<file path="config.mk">
export PLATFORM = sky130hd
export DESIGN_NAME = srec_line_state
export DESIGN_NICKNAME = d
export VERILOG_FILES = /design/src/hdl/srec_pkg.sv /design/src/hdl/srec_line_state.sv
export VERILOG_INCLUDE_DIRS = /design/src /design/src/hdl
export SDC_FILE = /design/constraint.sdc
export NUM_CORES = 1
export LEC_CHECK = 0
export BUFFER_PORTS_ARGS = -buffer_cell sky130_fd_sc_hd__buf_2
export CORE_MARGIN = 1
export CORE_UTILIZATION = 40
export CTS_CLUSTER_DIAMETER = 50
export DETAILED_ROUTE_END_ITERATION = 7
export MAX_ROUTING_LAYER = met4
export SLEW_MARGIN = 20
export SYNTH_ARGS = -nofsm -noshare
export SYNTH_HDL_FRONTEND = slang
export SYNTH_SLANG_ARGS = --single-unit
export TNS_END_PERCENT = 5
</file>
<file path="constraint.sdc">
create_clock -name clk -period 2.49 [get_ports clk]
set_clock_uncertainty 0.2 [all_clocks]
set_input_delay 0.249 -clock clk [delete_from_list [all_inputs] [get_ports clk]]
set_output_delay 0.249 -clock clk [all_outputs]
set_load 0.01 [all_outputs]
</file>
<file path="src/hdl/assert_macros.svh">
// assertion helpers shared by the rtl files
// all of them sample on clk; names clk and rst must exist in the module
`ifndef ASSERT_MACROS_SVH
`define ASSERT_MACROS_SVH

// checked only outside reset
`define SRL_ASSERT(lbl, prop, msg) \
  lbl: assert property (@(posedge clk) disable iff (rst) prop) else $error(msg);

// checked during reset as well
`define SRL_ASSERT_ALWAYS(lbl, prop, msg) \
  lbl: assert property (@(posedge clk) prop) else $error(msg);

`endif

</file>
<file path="src/hdl/srec_pkg.sv">
// ----------------------------------------------------------------------------
// srec_pkg
// shared types and constants of the s-record line checker
// ----------------------------------------------------------------------------
`timescale 1ns / 1ps

package srec_pkg;

  localparam int MAX_LINE_CHARS = 520;
  localparam int POS_W          = 10;

  localparam logic [7:0] CH_CR = 8'h0D;
  localparam logic [7:0] CH_S  = 8'h53;
  localparam logic [7:0] SUM_GOOD = 8'hFF;

  typedef enum logic [2:0] {
    ERR_NONE  = 3'd0,
    ERR_NO_S  = 3'd1,
    ERR_TYPE  = 3'd2,
    ERR_HEX   = 3'd3,
    ERR_COUNT = 3'd4,
    ERR_SUM   = 3'd5,
    ERR_SHORT = 3'd6,
    ERR_LONG  = 3'd7
  } err_t;

  // classification of one character
  typedef struct packed {
    logic       is_cr;
    logic       is_s;
    logic       is_digit;
    logic       is_hex;
    logic [3:0] nibble;
  } char_class_t;

  // outcome of the line that a carriage return closes
  typedef struct packed {
    logic line_ok;
    err_t code;
  } line_result_t;

endpackage

</file>
<file path="src/hdl/srec_line_state.sv">
// ----------------------------------------------------------------------------
// srec_line_state
// running line state and the end-of-line verdict
// ----------------------------------------------------------------------------
`timescale 1ns / 1ps

`include "assert_macros.svh"

module srec_line_state (
  input  logic                       clk,
  input  logic                       rst,
  input  logic                       step,
  input  srec_pkg::char_class_t      cls,
  output srec_pkg::line_result_t     result
);

  localparam logic [srec_pkg::POS_W-1:0] POS_MAX =
    srec_pkg::POS_W'(srec_pkg::MAX_LINE_CHARS);

  logic [srec_pkg::POS_W-1:0] position, position_next;
  logic [3:0]                 high_nibble, high_nibble_next;
  logic [7:0]                 count_field, count_field_next;
  logic [7:0]                 byte_sum, byte_sum_next;
  srec_pkg::err_t             first_error, first_error_next;

  logic [7:0]                 byte_val;
  logic [srec_pkg::POS_W-1:0] len_m4;
  srec_pkg::err_t             verdict;

  assign byte_val = {high_nibble, cls.nibble};
  assign len_m4   = position - srec_pkg::POS_W'(4);

  // next line state
  always_comb begin
    position_next    = position;
    high_nibble_next = high_nibble;
    count_field_next = count_field;
    byte_sum_next    = byte_sum;
    first_error_next = first_error;
    if (cls.is_cr) begin
      position_next    = '0;
      high_nibble_next = '0;
      count_field_next = '0;
      byte_sum_next    = '0;
      first_error_next = srec_pkg::ERR_NONE;
    end else if (position >= POS_MAX) begin
      if (first_error == srec_pkg::ERR_NONE) first_error_next = srec_pkg::ERR_LONG;
    end else begin
      if (position == '0) begin
        if (!cls.is_s && first_error == srec_pkg::ERR_NONE)
          first_error_next = srec_pkg::ERR_NO_S;
      end else if (position == srec_pkg::POS_W'(1)) begin
        if (!cls.is_digit && first_error == srec_pkg::ERR_NONE)
          first_error_next = srec_pkg::ERR_TYPE;
      end else begin
        if (!cls.is_hex && first_error == srec_pkg::ERR_NONE)
          first_error_next = srec_pkg::ERR_HEX;
        if (!position[0]) begin
          high_nibble_next = cls.nibble;
        end else begin
          if (position == srec_pkg::POS_W'(3)) count_field_next = byte_val;
          byte_sum_next = byte_sum + byte_val;
        end
      end
      position_next = position + srec_pkg::POS_W'(1);
    end
  end

  // verdict for a carriage return seen in the current state
  always_comb begin
    if (first_error != srec_pkg::ERR_NONE)
      verdict = first_error;
    else if (position == '0)
      verdict = srec_pkg::ERR_NO_S;
    else if (position == srec_pkg::POS_W'(1))
      verdict = srec_pkg::ERR_TYPE;
    else if (position < srec_pkg::POS_W'(4) || position[0])
      verdict = srec_pkg::ERR_SHORT;
    else if ({1'b0, count_field} != len_m4[srec_pkg::POS_W-1:1])
      verdict = srec_pkg::ERR_COUNT;
    else if (byte_sum != srec_pkg::SUM_GOOD)
      verdict = srec_pkg::ERR_SUM;
    else
      verdict = srec_pkg::ERR_NONE;
  end

  assign result.code    = verdict;
  assign result.line_ok = (verdict == srec_pkg::ERR_NONE);

  always_ff @(posedge clk) begin
    if (rst) begin
      position    <= '0;
      high_nibble <= '0;
      count_field <= '0;
      byte_sum    <= '0;
      first_error <= srec_pkg::ERR_NONE;
    end else if (step) begin
      position    <= position_next;
      high_nibble <= high_nibble_next;
      count_field <= count_field_next;
      byte_sum    <= byte_sum_next;
      first_error <= first_error_next;
    end
  end

  `SRL_ASSERT(a_pos_bound, position <= POS_MAX, "line position beyond limit")

endmodule
</file>
Word-level counts from Yosys, hierarchy flattened:

Cells that the tools add are included.
Widths: inputs -> output; s select.

* add/sub/neg operators: 3
* order comparisons: 2
* eq/ne operators: 11
* mux-type cells: 32
* reduce and logical (&&, ||, !) cells: 19

Operators by type and width (number)
* $mux 8: 11
* $mux 3: 14
* $mux 10: 2
* $mux 4: 5
* $reduce_and 5->1: 3
* $add 10x1->10 const B: 1
* $eq 10x1->1 const B: 1
* $eq 10x2->1 const B: 1
* $ge 10x10->1 const B: 1
* $logic_not 10->1: 1
* $lt 10x3->1 const B: 1
* $sub 10x3->10 const B: 1
* $ne 8x9->1: 1
* $add 8x8->8: 1
* $ne 2x2->1 const B: 4
* $ne 8x8->1 const B: 1
* $logic_not 3->1: 2
* $reduce_and 6->1: 1
* $ne 5x3->1 const B: 1
* $reduce_bool 5->1: 1
* $ne 4x4->1 const B: 1
* $reduce_bool 2->1: 2
* $logic_and 1x1->1: 3
* $logic_not 1->1: 3
* other kinds (4): 4

* register bits after elaboration: 33
* input port bits: 11
* output and inout bits: 4
* logic and storage cells: 72

Logic depth before layout (Yosys ltp):

Gate-level depths: netlist of run 1.

* depth in word-level cells: 8
* mapped depth: 9
* gate-level depth less buffers: 8

Least setup slack after synthesis of run 1:

Ideal clock, no wire load.

* kind: reg2reg
* start: register position[0] (netlist bit)
* end: register first_error[2]
* library setup time: 0.123 ns
* data arrival time: 2.403 ns
* required time: 2.167 ns
* slack: -0.236 ns
* cell stages (with the launch flop): 10
* period minus slack after synthesis: 2.726 ns
* path through: dfxtp_1 inv_1 ha_1 or2_2 and4_1 clkbuf_1 o221a_2 o31a_1 o31ai_1 mux2_1

* word-level cells in the longest chain between the ends: 5
* elaborated cells on any way between the ends: 12

RTL lines
* from (decl): RTL line srec_line_state.sv:20 `logic [srec_pkg::POS_W-1:0] position, position_next;`
* from (signal assigned): RTL line srec_line_state.sv:98 `position <= position_next;`
* branches (longest 5 deep; another with $ge 10x10->1)
* to (signal assigned): RTL line srec_line_state.sv:96 `first_error <= srec_pkg::ERR_NONE;`
* to (signal assigned): RTL line srec_line_state.sv:102 `first_error <= first_error_next;`
* to (decl): RTL line srec_line_state.sv:24 `srec_pkg::err_t first_error, first_error_next;`

Several ways; the timed one is not identified.
A chain may end at the register's enable or synchronous reset.

==> results.sh, run 1 <==
export IMPL_dieArea_um2=5851
export IMPL_dp_hpwl_um=4247
export IMPL_ys_flop_type="dfxtp_1"
export IMPL_start_util_pct=42.38
export IMPL_final_common_cell="nor2_1"
export IMPL_wl_per_cell_um=14.95
export IMPL_n_antenna_cell=0
export IMPL_fp_row_count=26
export IMPL_yosysWarningCount=0
export IMPL_grt_setup_unrepaired="yes"
export IMPL_status="finished with violations"
export IMPL_cp_cell_sequence="or4_4, o41ai_2, buf_4, nor4_1, a211o_1, nor3_2, buf_2"
export IMPL_fin_ws_ns=-0.1711
export IMPL_worst_setup_path_end_kind="output port"
export IMPL_overflow=0
export IMPL_synthSimpleGateAreaFrac_pct=31.06
export IMPL_syn2layout_area_growth_pct=27.23
export IMPL_clkSlewWorstSetupHoldPaths_ns=0.07
export IMPL_violations="setup timing"
export IMPL_drc_errors=0
export IMPL_drive_gt1_share_pct=28.08
export IMPL_synth_compound_area_share_pct=19.05
export IMPL_synthAdderAreaFrac_pct=8.794
export IMPL_die_x_um=76.49
export IMPL_grt_start_max_net_pins=29
export IMPL_antenna_found_initial=0
export IMPL_synth_top_family_by_area="simple AND/OR/NAND/NOR gates"
export IMPL_io_pins=15
export IMPL_totalWireLength_um=5785
export IMPL_crit_path_start_kind="flip-flop"
export IMPL_synthXorXnorAreaFrac_pct=6.313
export IMPL_cts_tree="built"
export IMPL_first_pass_iters=4
export IMPL_critPathKind="reg -> out"
export IMPL_crit_arrival_ns=2.21
export IMPL_ir_drop_v=0.0002641
export IMPL_vias=2165
export IMPL_synth_area_mux_share_pct=1.409
export IMPL_nFillCells=498
export IMPL_cts_root_buffer="clkbuf_8"
export IMPL_cts_made_buffers=5
export IMPL_clock_sinks=33
export IMPL_powerDensity_nw_per_um2=395.8
export IMPL_worstPathRequired_ns=2.04
export IMPL_synth_cell_types=55
export IMPL_fmax_mhz=375.8
export IMPL_p_leak_nw=1.104
export IMPL_grt_pass1_wl_um=10030
export IMPL_power_total_mw=1.118
export IMPL_period_minus_slack_ns=2.661
export IMPL_min_path_type="in -> reg"
export IMPL_tightest_slew_ns=0.5355
export IMPL_ys_ff_latch=33
export IMPL_syn_nets=299
export IMPL_min_period_over_period_pct=106.9
export IMPL_cts_max_level=2
export IMPL_pre_cts_ws_ns=-0.08623
export IMPL_slowest_delay_ns=0.58
export IMPL_synth_edf_count=0
export IMPL_fin_nets=342
export IMPL_core_area_um2=5238
export IMPL_worstPathMaxFanout=4
export IMPL_drt_iter0_drc=135
export IMPL_syn_avg_cell_area_um2=8.131
export IMPL_ant_nets=0
export IMPL_cp_num_buf_inv=2
export IMPL_final_cell_mix="nor2_1, buf_4, dfxtp_1"
export IMPL_synth_cell_area_um2=2220
export IMPL_setup_viol=11
export IMPL_multi_input_area_um2=1584
export IMPL_worstSkewPairLatency_ns=0.29
export IMPL_seq_area_um2=670.6
export IMPL_cts_max_path_buffers=2
export IMPL_final_max_slew_viol_count=0
export IMPL_grt_util_all_layers_pct=21.78
export IMPL_ys_seq_area_share_pct=29.76
export IMPL_port_buffers=14
export IMPL_die_height_um=76.49
export IMPL_cp_slowest_cell="or4_4"
export IMPL_slew_headroom_pct=64.30
export IMPL_max_cap_violations=0
export IMPL_hold_viol=0
export IMPL_synthArstFlopShare_pct=0
export IMPL_gp_congestion=0.8526
export IMPL_synth_cells=273
export IMPL_grt_pass1_vias=2094
export IMPL_cpLargestDelayFamily="simple AND/OR/NAND/NOR gates"
export IMPL_vias_per_cell=5.594
==> through the flow <==
step | std cells | util [%] | hold WS [ns] | area, um^2 | setup TNS, ns
final | 387 | 53.92 | 0.06694 | 2824 | -0.5315
after global placement | 374 | 49.59 | 0.2563 | 2597 | 0
after CTS | 386 | 52.68 | 0.06068 | 2759 | -0.3907
after global routing | 387 | 53.92 | 0.09396 | 2824 | -1.989
after detailed placement | 374 | 49.59 | 0.2590 | 2597 | -0.1425
after floorplan | 273 | - | 0.1973 | 2258 | -0.07452
==> synthesized netlist by cell type (3+ instances only) <==
| cell | instances | area share, % |
|---|---|---|
| a21oi_1 | 25 | 5.6 |
| a22oi_1 | 5 | 1.7 |
| a41oi_1 | 3 | 1.2 |
| clkbuf_1 | 13 | 2.2 |
| dfxtp_1 | 33 | 30 |
| ha_1 | 14 | 7.9 |
| inv_1 | 6 | 1.0 |
| nand2_1 | 20 | 3.4 |
| nand2b_1 | 6 | 1.7 |
| nand3_1 | 3 | 0.68 |
| nand3b_1 | 3 | 1.0 |
| nand4_1 | 7 | 2.0 |
| nand4b_1 | 11 | 4.3 |
| nor2_1 | 34 | 5.7 |
| nor3_1 | 15 | 3.4 |
| nor3b_1 | 3 | 1.0 |
| nor4_1 | 3 | 0.85 |
| o21ai_0 | 4 | 0.90 |
| or3_1 | 6 | 1.7 |
| xnor2_1 | 8 | 3.2 |
| xor2_1 | 8 | 3.2 |
==> state kept, by name, summed over array words and instances (netlist names) <==
signal and count:
position 10, byte_sum 8, high_nibble 4, first_error 3, count_field 8
==> power by group <==
group	leakage (nW)	internal (mW)	total (mW)	switching [mW]
sequential	0.270	0.534	0.541	0.00674
combinational	0.789	0.0699	0.158	0.0878
clock	0.0455	0.225	0.419	0.194
total	1.10	0.829	1.12	0.288
==> final timing paths <==
path	startpoint	end	slack [ns]	depth (start not counted)
max reg2reg	position[6]	first_error[2]	-0.09	6
max	position[6]	result[3]	-0.17	7
min	cls[3]	high_nibble[3]	0.07	3
min reg2reg	count_field[1]	count_field[1]	0.27	2
==> logic make-up after synthesis <==
| family | after synthesis |
|---|---|
| and+or+nand+nor | 124 |
| adders and majority gates | 15 |
| AOI/OAI and AO/OA | 61 |
| muxes | 3 |
| buffers and inverters | 21 |
| xor gates and xnor gates | 16 |
| DFF | 33 |
==> per-layer routing <==
metal  GRT usage [%]  vias to the layer above  part of all wire, %
met5               -                        -                    0
met4           5.192                        0                 0.62
met3           3.593                        5                  2.8
met2           34.41                       38                   47
met1           28.95                     1034                   49
li1                -                     1088                    -
==> layout make-up <==
cell class              instances  area share, %
repair buffers                 51          12.98
clock buffers                   8          3.190
inverters                       6         0.8861
flip-flops and latches         33          23.75
well taps                      70          3.101
multi-input cells             219          56.09
==> worst reg2reg max path, delay by kind of cell (launching register included) <==
kind	cells	cell delay, ns
AO/OA/AOI/OAI	4	1.07
flip-flops	1	0.32
multiplexers	1	0.31
AND/OR/NAND/NOR	1	0.58
==> repair_timing <==
action	CTS	global route
gates resized for setup	10	14
hold buffers	0	0
gates cloned	0	0
buffers inserted	4	1
pin swaps	2	5
endpoints found under the setup margin	5	30
hold endpoints to repair	0	0
Power figures use the tool's default switching activity.
==> run 2: changes to the inputs <==
Settings changed: CORE_MARGIN 1 to 3, CORE_UTILIZATION 40 to 54, CTS_CLUSTER_SIZE set to 10, PLACE_DENSITY set to 0.75.
==> results.sh, run 2 (synthesized netlist as in run 1, its figures left out) <==
export IMPL_syn2layout_area_growth_pct=27.90
export IMPL_slew_headroom_pct=61.24
export IMPL_dieArea_um2=4915
export IMPL_holdBufCountCts=0
export IMPL_grt_setup_unrepaired="yes"
export IMPL_gp_congestion=0.9239
export IMPL_grt_util_all_layers_pct=25.57
export IMPL_met3_length_um=340
export IMPL_n_antenna_cell=0
export IMPL_cp_num_buf_inv=3
export IMPL_min_path_type="in -> reg"
export IMPL_critPathKind="reg -> out"
export IMPL_worstPathRequired_ns=2.04
export IMPL_cp_cell_sequence="inv_6, ha_4, nand2b_4, a311o_1, a221oi_2, buf_4, a41oi_2, nor3_2, buf_2"
export IMPL_whs_endpoint="high_nibble[3]"
export IMPL_cp_slowest_cell="dfxtp_4"
export IMPL_grt_pass1_wl_um=9922
export IMPL_dp_hpwl_um=3966
export IMPL_final_cell_mix="nor2_1, buf_4, dfxtp_1"
export IMPL_totalWireLength_um=6258
export IMPL_cts_max_path_buffers=2
export IMPL_top_register="position"
export IMPL_core_area_um2=3799
export IMPL_grt_start_max_net_pins=31
export IMPL_worstSkewPairLatency_ns=0.29
export IMPL_die_height_um=70.11
export IMPL_drc_errors=0
export IMPL_drt_iter0_drc=316
export IMPL_tightest_slew_ns=0.5770
export IMPL_met1_length_um=2682
export IMPL_max_cap_violations=0
export IMPL_hold_viol=0
export IMPL_r2r_slack_ns=-0.19
export IMPL_fin_ws_ns=-0.3094
export IMPL_drive_gt1_share_pct=29.81
export IMPL_first_pass_iters=5
export IMPL_top_regs="position x10, byte_sum x8, count_field x8"
export IMPL_pre_cts_ws_ns=-0.1120
export IMPL_ir_drop_v=0.0003682
export IMPL_reg2reg_to="first_error[2]"
export IMPL_worstPathMaxFanout=5
export IMPL_hp_start="cls[3]"
export IMPL_slowest_delay_ns=0.38
export IMPL_dp_cells=347
export IMPL_power_total_mw=1.229
export IMPL_startpoint="position[3]"
export IMPL_cts_tree="built"
export IMPL_vias_per_cell=6.356
export IMPL_setup_viol=14
export IMPL_worst_setup_path_end_kind="output port"
export IMPL_cts_made_buffers=5
export IMPL_final_common_cell="nor2_1"
export IMPL_fin_nets=337
export IMPL_violations="setup timing"
export IMPL_grt_pass1_vias=2092
export IMPL_start_util_pct=58.43
export IMPL_final_area_um2=2839
export IMPL_powerDensity_nw_per_um2=432.8
export IMPL_die_x_um=70.11
export IMPL_period_minus_slack_ns=2.799
export IMPL_top_layer="met4"
export IMPL_final_max_slew_viol_count=0
export IMPL_antenna_found_initial=0
export IMPL_crit_path_start_kind="flip-flop"
export IMPL_io_pins=15
export IMPL_fmax_mhz=357.2
export IMPL_fp_row_count=22
export IMPL_status="finished with violations"
export IMPL_p_leak_nw=1.101
export IMPL_reg2reg_from="position[4]"
export IMPL_vias=2288
export IMPL_cts_root_buffer="clkbuf_8"
export IMPL_min_period_over_period_pct=112.4
export IMPL_min_delay_path_depth=3
export IMPL_rr_worst_depth=6
export IMPL_clock_sinks=33
export IMPL_wl_met2_um=3111
export IMPL_tns_ns=-1.404
export IMPL_overflow=0
export IMPL_wl_per_cell_um=17.38
export IMPL_cpLargestDelayFamily="compound AO/OA/AOI/OAI gates"
export IMPL_crit_arrival_ns=2.35
export IMPL_largest_reg_flops=10
export IMPL_port_buffers=14
export IMPL_dpl_cell_area_um2=2532
export IMPL_clkSlewWorstSetupHoldPaths_ns=0.07
export IMPL_cts_max_level=2
export IMPL_finalNonFillerCells=360
export IMPL_ant_nets=0
run 2: worst max path at each step:
stage                      endpoint  slack (ns)  depth (start not counted)
after global routing      result[3]       -0.39                          9
after detailed placement  result[3]       -0.11                         10
after global placement    result[3]       -0.11                         10
after floorplan           result[3]       -0.04                          7
after CTS                 result[3]       -0.20                          6
final                     result[3]       -0.31                          9
run 2: what timing repair did:
action,4_1_cts,5_1_grt
buffers inserted,0,5
pin swaps,6,13
endpoints found under the setup margin,26,27
gates resized for setup,19,15
run 2: where the power goes:
part           internal [mW]  switching (mW)
Clock                  0.326           0.204
Sequential             0.533         0.00774
Combinational         0.0692          0.0886
run 2: cell type report:
class                           instances  area [um^2]
Sequential cell                        33        671.9
Inverter                                6        30.03
Multi-Input combinational cell        219         1639
Timing Repair Buffer                   46        321.6
Fill cell                             295        959.7
Clock inverter                          1        30.03
Clock buffer                            7        86.33
Tap cell                               48        60.06
run 2: worst min-delay path: cells and delay by family:
kind	cells	cell delay, ns
AOI/OAI and AO/OA	1	0.06
buffers and inverters	1	0.12
and+or+nand+nor	1	0.07
run 2: routing by layer:
layer  vias up  track usage (%)
li1       1088                -
met1      1089            32.19
met2        98            41.87
met3        13            3.453
met4         0            9.149
met5         -                -
run 2: through the flow:
stage	utilization (%)	hold slack, ns
6_report	74.74	0.04603
3_5_place_dp	66.67	0.2642
2_1_floorplan	-	0.1973
5_1_grt	74.74	0.07038
4_1_cts	71.90	0.04503
3_3_place_gp	66.67	0.2523
